$ cat src/sv/tcsmf_pkg.sv
// ----------------------------------------------------------------------------
// Two-channel sliding median filter: package
// Types and fixed constants shared by the filter modules.
// ----------------------------------------------------------------------------
package tcsmf_pkg;

	localparam int unsigned SAMPLE_W = 16;
	localparam int unsigned CHAN_W = 2;
	localparam int unsigned CMD_W = 8;
	localparam logic [CMD_W-1:0] CMD_BASE = 8'h84;
	localparam int unsigned CMD_CH_SHIFT = 6;

	typedef logic signed [SAMPLE_W-1:0] sample_t;

	typedef enum logic [1:0] {
		ST_IDLE,
		ST_LOAD,
		ST_RUN,
		ST_DONE
	} state_t;

	typedef struct packed {
		logic load;
		logic run;
	} cell_ctl_t;

endpackage

$ cat src/sv/tcsmf_cell.sv
// ----------------------------------------------------------------------------
// Two-channel sliding median filter: window cell
// Holds one window position for every channel and ranks its own sample
// against the samples that pass by on the ring.
// ----------------------------------------------------------------------------
module tcsmf_cell #(
	parameter int unsigned WINDOW_SIZE = 5,
	parameter int unsigned NUM_CHANNELS = 2,
	parameter int unsigned CELL_IDX = 0,
	localparam int unsigned IDX_W = $clog2(WINDOW_SIZE),
	localparam int unsigned CH_W = (NUM_CHANNELS > 1) ? $clog2(NUM_CHANNELS) : 1
) (
	input  logic                 clk,
	input  logic                 arst_n,
	input  tcsmf_pkg::cell_ctl_t ctl,
	input  logic                 wr_en,
	input  logic [CH_W-1:0]      ch_sel,
	input  tcsmf_pkg::sample_t   sample,
	input  tcsmf_pkg::sample_t   ring_in,
	input  logic [IDX_W-1:0]     ring_idx_in,
	output tcsmf_pkg::sample_t   ring_out,
	output logic [IDX_W-1:0]     ring_idx_out,
	output tcsmf_pkg::sample_t   value_out,
	output logic [IDX_W-1:0]     rank_out
);

	tcsmf_pkg::sample_t win_q [NUM_CHANNELS];
	tcsmf_pkg::sample_t ring_q;
	logic [IDX_W-1:0]   ring_idx_q;
	logic [IDX_W-1:0]   rank_q;
	tcsmf_pkg::sample_t own;
	logic               below;

	assign own = win_q[ch_sel];
	assign below = (ring_q < own) || ((ring_q == own) && (ring_idx_q < IDX_W'(CELL_IDX)));

	always_ff @(posedge clk or negedge arst_n) begin
		if (!arst_n) begin
			for (int i = 0; i < NUM_CHANNELS; i++) begin
				win_q[i] <= '0;
			end
		end else if (wr_en) begin
			win_q[ch_sel] <= sample;
		end
	end

	always_ff @(posedge clk) begin
		if (ctl.load) begin
			ring_q <= own;
			ring_idx_q <= IDX_W'(CELL_IDX);
			rank_q <= '0;
		end else if (ctl.run) begin
			ring_q <= ring_in;
			ring_idx_q <= ring_idx_in;
			if (below) begin
				rank_q <= rank_q + 1'b1;
			end
		end
	end

	assign ring_out = ring_q;
	assign ring_idx_out = ring_idx_q;
	assign value_out = own;
	assign rank_out = rank_q;

endmodule

$ cat src/sv/two_channel_sliding_median_filter.sv
// ----------------------------------------------------------------------------
// Two-channel sliding median filter: top level
// Keeps a circular sample window per channel in a row of cells and returns
// the window median, the previous median and the converter command byte.
//
// Chan Handshake            Fields
// in   in_valid/in_stall    channel, sample
// out  out_valid/out_stall  channel_out, bad_channel, adc_command, filtered_value, previous_value
//
// An in-range request passes through a load step, WINDOW_SIZE ring shifts that rank
// every cell's sample, and a step that registers the result; the next request is
// accepted after that.
// A request with a bad channel goes from idle straight to the done state, which
// registers its result; the next request is accepted after that, and it changes no window, write position or median.
// Reset clears all windows, write positions and medians at once.
// A stalled result holds in the output register while the next request is
// accepted; the block then waits before overwriting it.
// ----------------------------------------------------------------------------
module two_channel_sliding_median_filter #(
	parameter int unsigned WINDOW_SIZE = 5,
	parameter int unsigned NUM_CHANNELS = 2
) (
	input  logic                  clk,
	input  logic                  arst_n,
	input  logic                  in_valid,
	output logic                  in_stall,
	input  logic [1:0]            channel,
	input  logic signed [15:0]    sample,
	output logic                  out_valid,
	input  logic                  out_stall,
	output logic [1:0]            channel_out,
	output logic                  bad_channel,
	output logic [7:0]            adc_command,
	output logic signed [15:0]    filtered_value,
	output logic signed [15:0]    previous_value
);

	localparam int unsigned IDX_W = $clog2(WINDOW_SIZE);
	localparam int unsigned CH_W = (NUM_CHANNELS > 1) ? $clog2(NUM_CHANNELS) : 1;
	localparam logic [IDX_W-1:0] MID = IDX_W'(WINDOW_SIZE / 2);
	localparam logic [IDX_W-1:0] LAST = IDX_W'(WINDOW_SIZE - 1);

	tcsmf_pkg::state_t    state_q, state_d;
	tcsmf_pkg::cell_ctl_t ctl;
	logic [tcsmf_pkg::CHAN_W-1:0] ch_q;
	logic                 bad_q;
	logic [IDX_W-1:0]     cnt_q;
	logic [IDX_W-1:0]     wpos_q [NUM_CHANNELS];
	tcsmf_pkg::sample_t   med_q [NUM_CHANNELS];

	logic                 accept;
	logic                 in_range;
	logic                 finish;
	logic [CH_W-1:0]      ch_sel;
	logic [CH_W-1:0]      in_ch;

	logic [WINDOW_SIZE-1:0] wr_en;
	tcsmf_pkg::sample_t   ring_v [WINDOW_SIZE];
	logic [IDX_W-1:0]     ring_idx [WINDOW_SIZE];
	tcsmf_pkg::sample_t   cell_v [WINDOW_SIZE];
	logic [IDX_W-1:0]     rank [WINDOW_SIZE];
	tcsmf_pkg::sample_t   median;

	logic                 out_valid_q;
	logic [1:0]           channel_out_q;
	logic                 bad_channel_q;
	logic [7:0]           adc_command_q;
	tcsmf_pkg::sample_t   filtered_value_q;
	tcsmf_pkg::sample_t   previous_value_q;

	assign in_ch = channel[CH_W-1:0];
	assign in_range = {1'b0, channel} < 3'(NUM_CHANNELS);
	assign accept = in_valid && !in_stall;
	assign ch_sel = (state_q == tcsmf_pkg::ST_IDLE) ? in_ch : ch_q[CH_W-1:0];

	always_comb begin
		for (int i = 0; i < WINDOW_SIZE; i++) begin
			wr_en[i] = accept && in_range && (wpos_q[in_ch] == IDX_W'(i));
		end
	end

	always_comb begin
		state_d = state_q;
		unique case (state_q)
			tcsmf_pkg::ST_IDLE: begin
				if (in_valid) begin
					state_d = in_range ? tcsmf_pkg::ST_LOAD : tcsmf_pkg::ST_DONE;
				end
			end
			tcsmf_pkg::ST_LOAD: begin
				state_d = tcsmf_pkg::ST_RUN;
			end
			tcsmf_pkg::ST_RUN: begin
				if (cnt_q == LAST) begin
					state_d = tcsmf_pkg::ST_DONE;
				end
			end
			tcsmf_pkg::ST_DONE: begin
				if (!out_valid_q || !out_stall) begin
					state_d = tcsmf_pkg::ST_IDLE;
				end
			end
			default: state_d = tcsmf_pkg::ST_IDLE;
		endcase
	end

	always_comb begin
		in_stall = 1'b1;
		ctl = '0;
		finish = 1'b0;
		unique case (state_q)
			tcsmf_pkg::ST_IDLE: in_stall = 1'b0;
			tcsmf_pkg::ST_LOAD: ctl.load = 1'b1;
			tcsmf_pkg::ST_RUN:  ctl.run = 1'b1;
			tcsmf_pkg::ST_DONE: finish = !out_valid_q || !out_stall;
			default: in_stall = 1'b1;
		endcase
	end

	always_ff @(posedge clk or negedge arst_n) begin
		if (!arst_n) begin
			state_q <= tcsmf_pkg::ST_IDLE;
			ch_q <= '0;
			bad_q <= 1'b0;
			cnt_q <= '0;
			for (int i = 0; i < NUM_CHANNELS; i++) begin
				wpos_q[i] <= '0;
				med_q[i] <= '0;
			end
		end else begin
			state_q <= state_d;
			if (accept) begin
				ch_q <= channel;
				bad_q <= !in_range;
				if (in_range) begin
					wpos_q[in_ch] <= (wpos_q[in_ch] == LAST) ? '0 : wpos_q[in_ch] + 1'b1;
				end
			end
			if (ctl.load) begin
				cnt_q <= '0;
			end else if (ctl.run) begin
				cnt_q <= cnt_q + 1'b1;
			end
			if (finish && !bad_q) begin
				med_q[ch_q[CH_W-1:0]] <= median;
			end
		end
	end

	for (genvar g = 0; g < WINDOW_SIZE; g++) begin : g_cell
		localparam int unsigned PREV = (g == 0) ? WINDOW_SIZE - 1 : g - 1;
		tcsmf_cell #(
			.WINDOW_SIZE  (WINDOW_SIZE),
			.NUM_CHANNELS (NUM_CHANNELS),
			.CELL_IDX     (g)
		) u_cell (
			.clk          (clk),
			.arst_n       (arst_n),
			.ctl          (ctl),
			.wr_en        (wr_en[g]),
			.ch_sel       (ch_sel),
			.sample       (sample),
			.ring_in      (ring_v[PREV]),
			.ring_idx_in  (ring_idx[PREV]),
			.ring_out     (ring_v[g]),
			.ring_idx_out (ring_idx[g]),
			.value_out    (cell_v[g]),
			.rank_out     (rank[g])
		);
	end

	always_comb begin
		median = '0;
		for (int i = 0; i < WINDOW_SIZE; i++) begin
			if (rank[i] == MID) begin
				median = median | cell_v[i];
			end
		end
	end

	always_ff @(posedge clk or negedge arst_n) begin
		if (!arst_n) begin
			out_valid_q <= 1'b0;
		end else if (finish) begin
			out_valid_q <= 1'b1;
		end else if (!out_stall) begin
			out_valid_q <= 1'b0;
		end
	end

	always_ff @(posedge clk) begin
		if (finish) begin
			channel_out_q <= ch_q;
			bad_channel_q <= bad_q;
			if (bad_q) begin
				adc_command_q <= '0;
				filtered_value_q <= '0;
				previous_value_q <= '0;
			end else begin
				adc_command_q <= tcsmf_pkg::CMD_BASE
					| (8'(ch_q) << tcsmf_pkg::CMD_CH_SHIFT);
				filtered_value_q <= median;
				previous_value_q <= med_q[ch_q[CH_W-1:0]];
			end
		end
	end

	assign out_valid = out_valid_q;
	assign channel_out = channel_out_q;
	assign bad_channel = bad_channel_q;
	assign adc_command = adc_command_q;
	assign filtered_value = filtered_value_q;
	assign previous_value = previous_value_q;

endmodule

$ cat config.mk
export PLATFORM = sky130hd
export DESIGN_NAME = two_channel_sliding_median_filter
export DESIGN_NICKNAME = d
export VERILOG_FILES = /design/src/sv/tcsmf_pkg.sv /design/src/sv/tcsmf_cell.sv /design/src/sv/two_channel_sliding_median_filter.sv
export SDC_FILE = /design/constraint.sdc
export NUM_CORES = 1
export LEC_CHECK = 0
export BUFFER_PORTS_ARGS = -buffer_cell sky130_fd_sc_hd__buf_2
export CAP_MARGIN = 20
export CORE_MARGIN = 4
export CORE_UTILIZATION = 40
export CTS_CLUSTER_DIAMETER = 150
export DETAILED_ROUTE_END_ITERATION = 6
export GPL_TIMING_DRIVEN = 0
export PLACE_DENSITY_LB_ADDON = 0.08
export SETUP_SLACK_MARGIN = 0.2
export SLEW_MARGIN = 0
export SYNTH_ARGS = -nofsm -noshare
export SYNTH_HDL_FRONTEND = slang
export SYNTH_HIERARCHICAL = 1
export SYNTH_SLANG_ARGS = --single-unit
$ cat constraint.sdc
create_clock -name clk -period 4.26 [get_ports clk]
set_input_delay 0 -clock clk [delete_from_list [all_inputs] [get_ports clk]]
set_output_delay 0 -clock clk [all_outputs]
set_load 0.01 [all_outputs]
After elaboration in Yosys (flattened, before gate mapping)
Index checks and enable logic that the tools add are counted.
- output and inout bits: 45
- flip-flop bits (word level): 360
- logic and storage cells: 194
- bits of input ports: 22
- muxes and demuxes: 65
- add/sub/neg operators: 7
- $lt $le $gt $ge: 17
- equal/unequal tests: 22
- bitwise operators: 7
- reductions and logical operators: 36
- operator list (operator ; count):
    two-way mux 16 bit ; 35
    bitwise mux 32 bit ; 6
    equality test 16 bit ; 5
    less-than comparator 16 bit ; 5
    OR 16 bit ; 4
    demux 16 bit (select 1 bit) ; 2
    adder 3 x 1 -> 3 bit (second input constant) ; 7
    equality test 3 x 2 -> 1 bit (second input constant) ; 7
    two-way mux 3 bit ; 7
    logical AND 1 bit ; 16
    AND reduction 2 bit ; 6
    two-way mux 2 bit ; 4
    two-way mux 8 bit ; 1
    case mux 2 bit (4 select lines) ; 1
    two-way mux 1 bit ; 7
    bitwise mux 6 bit ; 1
    equality test 3 bit (second input constant) ; 2
    greater-or-equal comparator 2 bit (second input constant) ; 3
    logical OR 1 bit ; 6
    less-than comparator 2 x 1 -> 1 bit (second input constant) ; 3
    less-than comparator 3 x 1 -> 1 bit (second input constant) ; 2
    less-than comparator 3 x 2 -> 1 bit (second input constant) ; 2
    != test 2 bit (second input constant) ; 3
    NOT 1 -> 2 bit ; 3
    12 further kinds ; 16

Longest topological paths before layout
- depth after elaboration: 16
- depth in mapped cells: 13
- depth with buffers taken out: 11

Cells and area by module
Netlist, hierarchy kept.
- modules (own cells, without submodules) (module ; times used ; area an instance (um2) ; cells an instance ; seq. area each (um2)):
    two_channel_sliding_median_filter ; 1 ; 4242.8 ; 351 ; 2232.1
    tcsmf_cell at g_cell[3].u_cell ; 1 ; 2770.2 ; 233 ; 1401.3
    tcsmf_cell at g_cell[1].u_cell ; 1 ; 2756.4 ; 228 ; 1401.3
    tcsmf_cell at g_cell[2].u_cell ; 1 ; 2733.9 ; 225 ; 1401.3
    tcsmf_cell at g_cell[4].u_cell ; 1 ; 2712.6 ; 225 ; 1401.3
    tcsmf_cell at g_cell[0].u_cell ; 1 ; 2695.1 ; 220 ; 1401.3

Worst setup path after synthesis
No wires, ideal clock.
- path kind: register to register
- start: register ch_q[0] (netlist name)
- end: register g_cell[2].u_cell.rank_q[0]
- stages on the path, launching flop included: 14
- period minus slack after synthesis: 3.530 ns
- path slack: 0.730 ns
- data arrival time: 3.409 ns
- setup time: 0.121 ns
- data required time: 4.139 ns
- path buffers: 4
- cell sequence: dfrtp_1 > buf_6 > buf_2 > mux2_2 > buf_2 > buf_2 > mux2i_1 > ha_1 > nor2b_4 > o211ai_2 > a21oi_2 > or4_4 > mux2i_2 > mux2_4
- cells in the longest elaborated chain, start to end: 9
- elaborated cells on any way between the ends: 10
- those cells by class: order compare (1); eq/ne (1); mux (4); bitwise (1); reduce/logical (3)
- RTL lines (element ; RTL line ; RTL):
    start: declaration ; two_channel_sliding_median_filter.sv:45 ; logic [tcsmf_pkg::CHAN_W-1:0] ch_q;
    start signal: assignment ; two_channel_sliding_median_filter.sv:133 ; ch_q <= channel;
    two-way mux 1 bit * ; two_channel_sliding_median_filter.sv:74 ; assign ch_sel = (state_q == tcsmf_pkg::ST_IDLE) ? in_ch : ch_q[CH_W-1:0];
    via ch_sel ; two_channel_sliding_median_filter.sv:54 ; logic [CH_W-1:0] ch_sel;
    NOT 1 -> 2 bit (not written as such) * ; tcsmf_cell.sv:34 ; assign own = win_q[ch_sel];
    two-way mux 16 bit (not written as such) * (3 in a row) ; tcsmf_cell.sv:34 ;
    branches (longest 2 deep; another with less-than comparator 16 bit) ; n/a ;
    logical OR 1 bit * ; tcsmf_cell.sv:35 ; assign below = (ring_q < own) || ((ring_q == own) && (ring_idx_q < IDX_W'(CELL_IDX)));
    AND reduction 2 bit (no line) * ; n/a ;
    end signal: assignment ; tcsmf_cell.sv:56 ; rank_q <= rank_q + 1'b1;
    end: declaration ; tcsmf_cell.sv:30 ; logic [IDX_W-1:0] rank_q;
Mark *: on every way through the listed nets, which the timed path passes. The select of a mux whose other input is x is not followed.
A chain may end at the register's enable or synchronous reset.

Worst setup path after layout
- start: register state_q[1]
- end: register g_cell[2].u_cell.rank_q[0]
- cells in the longest elaborated chain, start to end: 10
- elaborated cells on any way between the ends: 15
- those cells by class: order compare (1); eq/ne (3); mux (6); bitwise (1); reduce/logical (4)
- RTL lines (element ; RTL line ; RTL):
    start: declaration ; two_channel_sliding_median_filter.sv:43 ; tcsmf_pkg::state_t state_q, state_d;
    start signal: assignment ; two_channel_sliding_median_filter.sv:122 ; state_q <= tcsmf_pkg::ST_IDLE;
    start signal: assignment ; two_channel_sliding_median_filter.sv:131 ; state_q <= state_d;
    zero test 2 bit * ; two_channel_sliding_median_filter.sv:74 ;
    two-way mux 1 bit * ; two_channel_sliding_median_filter.sv:74 ;
    via ch_sel ; two_channel_sliding_median_filter.sv:54 ;
    NOT 1 -> 2 bit (not written as such) * ; tcsmf_cell.sv:34 ;
    two-way mux 16 bit (not written as such) * (3 in a row) ; tcsmf_cell.sv:34 ;
    branches (longest 2 deep; another with less-than comparator 16 bit) ; n/a ;
    logical OR 1 bit * ; tcsmf_cell.sv:35 ;
    AND reduction 2 bit (no line) * ; n/a ;
Marks and branches as above.

==> results_tabular.tex <==
\begin{tabular}{lr}
\hline
Metric & Value \\
\hline
\multicolumn{2}{l}{\textbf{Floorplanning}} \\
\quad Die Outline Area & 48230 sq um \\
\quad Ports & 67 \\
\quad Site Rows & 77 \\
\quad Starting utilization of the core area & 0.4050 \\
\quad Std-Cell Core Area & 44220 sq um \\
\quad Die H & 219.6 um \\
\quad Horizontal die dimension & 219.6 um \\
\multicolumn{2}{l}{\textbf{Timing}} \\
\quad Worst setup skew after layout & 26.73 ps \\
\quad Final number of hold-violating endpoints & 0 \\
\quad Highest clock frequency the design can meet & 255.3 MHz \\
\quad Setup violations, final & 0 \\
\quad Relative slew margins & 0.3644 \\
\quad Min setup slack post-route & 343.6 ps \\
\quad Pin slew with the least headroom to its limit & 953.4 ps \\
\quad Fraction of the cycle the final worst path needs & 0.9193 \\
\quad Crit path time final & 3916 ps \\
\quad Number of pins exceeding their max-slew limit in the final report & 0 \\
\quad Unrepaired setup endpoints after global routing & yes \\
\quad Total negative slack & 0 ps \\
\multicolumn{2}{l}{\textbf{Clocking}} \\
\quad Worst-skew pair later-pin latency & 560 ps \\
\quad Clk sink count & 352 \\
\quad H-tree depth & 2 \\
\quad Number of CTS-inserted buffers & 42 \\
\quad Clk buf depth & 3 \\
\quad Clock root buffer & clkbuf\_16 \\
\quad TritonCTS clock tree & done \\
\quad Clock-pin slew on the worst setup and hold paths & 60 ps \\
\multicolumn{2}{l}{\textbf{GRT}} \\
\quad Met3 track utilization from global routing & 0.02523 \\
\quad Largest net degree at the start of global routing & 119 \\
\quad Global-route met2 utilization & 0.3566 \\
\quad Total global routing overflow & 0 \\
\quad Layer with the highest usage & met2 \\
\quad Number of antenna violations at the first check in global routing & 1 \\
\quad Met1 demand-to-capacity share in global routing & 0.3136 \\
\quad First-pass GRT wire length & 78870 um \\
\quad Vias in the first global route & 12300 \\
\quad Global-route usage over all layers & 0.2205 \\
\multicolumn{2}{l}{\textbf{Logic synthesis}} \\
\quad Largest cells by area after synthesis & dfrtp\_1 29\%, edfxtp\_1 19\%, mux2\_2 11\% \\
\quad Top flip-flop cell by instance count after synthesis & dfrtp\_1 \\
\quad Sequential share of the synthesized area & 0.5158 \\
\quad Netlist area before placement & 17910 sq um \\
\quad Yosys synthesis warning count & 6 \\
\quad Post-Syn Area per Cell & 12.09 sq um \\
\quad Synthesized instance count & 1482 \\
\quad Number of distinct library cell variants in the gate-level netlist after synthesis & 74 \\
\quad Fraction of registers with async set/reset & 0.5852 \\
\quad Largest area contributor in the synthesized netlist & dfrtp\_1 \\
\quad Area fraction of the dominant cell type after synthesis & 0.2878 \\
\quad Number of synthesized flops with an enable pin & 116 \\
\quad Yosys reg bits & 352 \\
\multicolumn{2}{l}{\textbf{Setup path}} \\
\quad Cell-by-cell trace of the critical path & inv\_1 > ha\_2 > mux2\_4 > buf\_4 > buf\_8 > mux2i\_4 > ha\_1 > nand4\_2 > or3\_4 > a21oi\_2 > or4\_4 > mux2i\_2 > mux2\_4 \\
\quad Critical path's largest stage delay & 460 ps \\
\quad Highest-delay cell along the critical path & or3\_4 \\
\quad CP most frequent cell & mux2\_4 \\
\quad Category of the worst setup path capture point & flop \\
\quad Critical Path Start Type & flop \\
\quad Worst path bufs/invs & 3 \\
\quad Logic depth of the worst path, buffers included & 13 \\
\quad Dominant delay contributor by cell family on the critical path & multiplexers \\
\quad Data arrival at the endpoint of the critical path & 4350 ps \\
\quad Maximum fanout along the worst path & 10 \\
\quad Depth of the worst register-to-register path & 13 \\
\quad Worst setup path class & reg -> reg \\
\quad WP data required & 4690 ps \\
\multicolumn{2}{l}{\textbf{Finish}} \\
\quad Fraction of layout instances using a drive strength above 1 & 0.2665 \\
\quad Sequential cell area & 9239 sq um \\
\quad Syn-to-layout area delta & 17.02\% \\
\quad Total Nets Final & 1733 \\
\quad Leading cell type in the layout, fill and taps excluded & dfrtp\_1 \\
\quad Leading cell types in the layout, fill and taps excluded & 206 x dfrtp\_1, 171 x mux2\_2, 157 x a21oi\_1 \\
\quad Total inserted antenna cells & 0 \\
\quad Multi-input combinational cell area & 8105 sq um \\
\quad FILL cells & 4033 \\
\multicolumn{2}{l}{\textbf{Drt}} \\
\quad Remaining number of nets flagged by the antenna check after routing & 0 \\
\quad Total via count after detailed routing & 12140 \\
\quad Post-detailed-route via-to-cell ratio & 5.424 \\
\quad First DRT Iteration DRCs & 951 \\
\quad Per-cell routed wire length & 23.50 um \\
\quad Detailed-router iteration count before antenna repair & 5 \\
\quad Final wirelength & 52630 um \\
\quad DR DRC count & 0 \\
\multicolumn{2}{l}{\textbf{Power and ir drop}} \\
\quad Pwr Total & 17.69 mW \\
\quad Share of total power in combinational logic & 0.437 \\
\quad Static power due to leakage & 9.566 nW \\
\quad Switching power & 6.931 mW \\
\quad Share of total power in sequential cells & 0.354 \\
\quad Sw Share & 0.3917 \\
\quad Clock network fraction of design power & 0.209 \\
\quad Max VDD drop & 0.3289 mV \\
\quad Int Pwr & 10.76 mW \\
\quad PwrDens & 844.3 nW/um\^{}2 \\
\multicolumn{2}{l}{\textbf{Status}} \\
\quad Status & finished clean \\
\multicolumn{2}{l}{\textbf{Hold path}} \\
\quad Hold WC Path Type & in -> reg \\
\quad Number of stages on the worst hold path & 2 \\
\multicolumn{2}{l}{\textbf{Flow run}} \\
\quad \# Max-Cap Violations & 0 \\
\multicolumn{2}{l}{\textbf{Place}} \\
\quad HPWL after DPL & 39480 um \\
\quad Port Buffer Count & 60 \\
\quad Setup slack after placement & -566.4 ps \\
\quad Weighted congestion reported at the end of routability-driven placement & 0.9218 \\
\hline
\end{tabular}
==> Yosys cell counts (all sizes together), types with 5 or more instances <==
library cell,instances
mux2i,115
dfrtp,206
a22oi,16
mux2,188
nand4,14
a211oi,6
nand2b,11
clkbuf,31
ha,96
nor4bb,16
edfxtp,116
a21oi,160
or2,6
and3,5
o21ai,12
o211ai,6
buf,51
a21o,9
a211o,6
a31oi,32
nor2b,20
and2,6
dfxtp,30
nor3b,11
nand3,13
a221oi,17
nor3,7
nand2,26
inv,97
nor2,117
==> power by group through the flow <==
| stage | combinational (mW) | clock (mW) | sequential (mW) |
|---|---|---|---|
| after floorplan | 5.22 | 0 | 5.94 |
| after global placement | 7.25 | 0 | 6.23 |
| after detailed placement | 7.34 | 0 | 6.27 |
| after CTS | 7.63 | 3.79 | 6.26 |
| after global routing | 8.56 | 3.91 | 6.40 |
| final | 7.73 | 3.69 | 6.27 |
==> repair_timing <==
item | 4_1_cts | 5_1_grt
pin swaps | 0 | 2
hold buffers | 20 | 0
gates cloned | 0 | 0
hold endpoints to repair | 215 | 0
resized for setup | 50 | 13
buffers inserted | 0 | 4
setup endpoints to repair | 14 | 9
==> cell families (layout without fill, tap and decap cells) <==
| kind of cell | count (synthesis) | count (layout) | share of synthesized area |
|---|---|---|---|
| other cells | 1 | 5 | 0.0002094 |
| mux | 303 | 303 | 0.1839 |
| fa+ha+maj | 96 | 96 | 0.06706 |
| buf+inv | 179 | 340 | 0.04666 |
| compound gates | 278 | 278 | 0.09808 |
| simple gates | 273 | 273 | 0.08823 |
| flops | 352 | 352 | 0.5158 |
==> cell type report <==
type / instances / share of cell area
Buffer: 82 / 0.02471
Clock buffer: 60 / 0.05928
Clock inverter: 16 / 0.008656
Inverter: 97 / 0.01737
Multi-Input combinational cell: 955 / 0.3867
Sequential cell: 352 / 0.4408
Tap cell: 592 / 0.03534
Timing Repair Buffer: 85 / 0.02710
==> registers in the layout, summed over array words and instances (netlist names), 3 cells and up <==
name                        flops
filtered_value                 16
g_cell.u_cell/win_q           160
g_cell.u_cell/ring_idx_out     15
g_cell.u_cell/ring_out         80
cnt_q                           3
g_cell.u_cell/rank_out         15
wpos_q                          6
previous_value                 16
med_q                          32
==> metrics by stage <==
stage	hold WS [ps]	cells	area (sq um)	util
global route	18.82	2239	20960	0.4740
floorplan	-295.6	1486	17930	-
global placement	277.9	2138	18970	0.4289
detailed placement	55.74	2139	19010	0.4298
CTS	6.275	2235	20870	0.4719
finish	39.10	2239	20960	0.4740
==> final timing paths <==
check / from / endpoint / slack [ps]
max: state_q[1] / g_cell[2].u_cell/rank_out[0] / 340
min: sample[4] / g_cell[0].u_cell/win_q[4] / 40
max reg2reg: state_q[1] / g_cell[2].u_cell/rank_out[0] / 340
min reg2reg: ch_q[1] / channel_out[1] / 470
max in group asynchronous: arst_n / g_cell[0].u_cell/win_q[30] / 3150
min in group asynchronous: arst_n / cnt_q[0] / 60
==> worst register-to-register path: stages, from the launching register on <==
cell and delay, ps:
dfrtp_1 390, inv_1 130, ha_2 250, mux2_4 410, buf_4 240, buf_8 190, mux2i_4 230, ha_1 390
nand4_2 180, or3_4 460, a21oi_2 140, or4_4 170, mux2i_2 290, mux2_4 330
==> layer usage <==
| metal | part of all wire | vias to the layer above |
|---|---|---|
| met5 | 0 | - |
| met4 | 0.026 | 0 |
| met3 | 0.046 | 66 |
| met2 | 0.46 | 297 |
| met1 | 0.46 | 6114 |
| li1 | - | 5667 |
(Power assumes the default switching activity.)
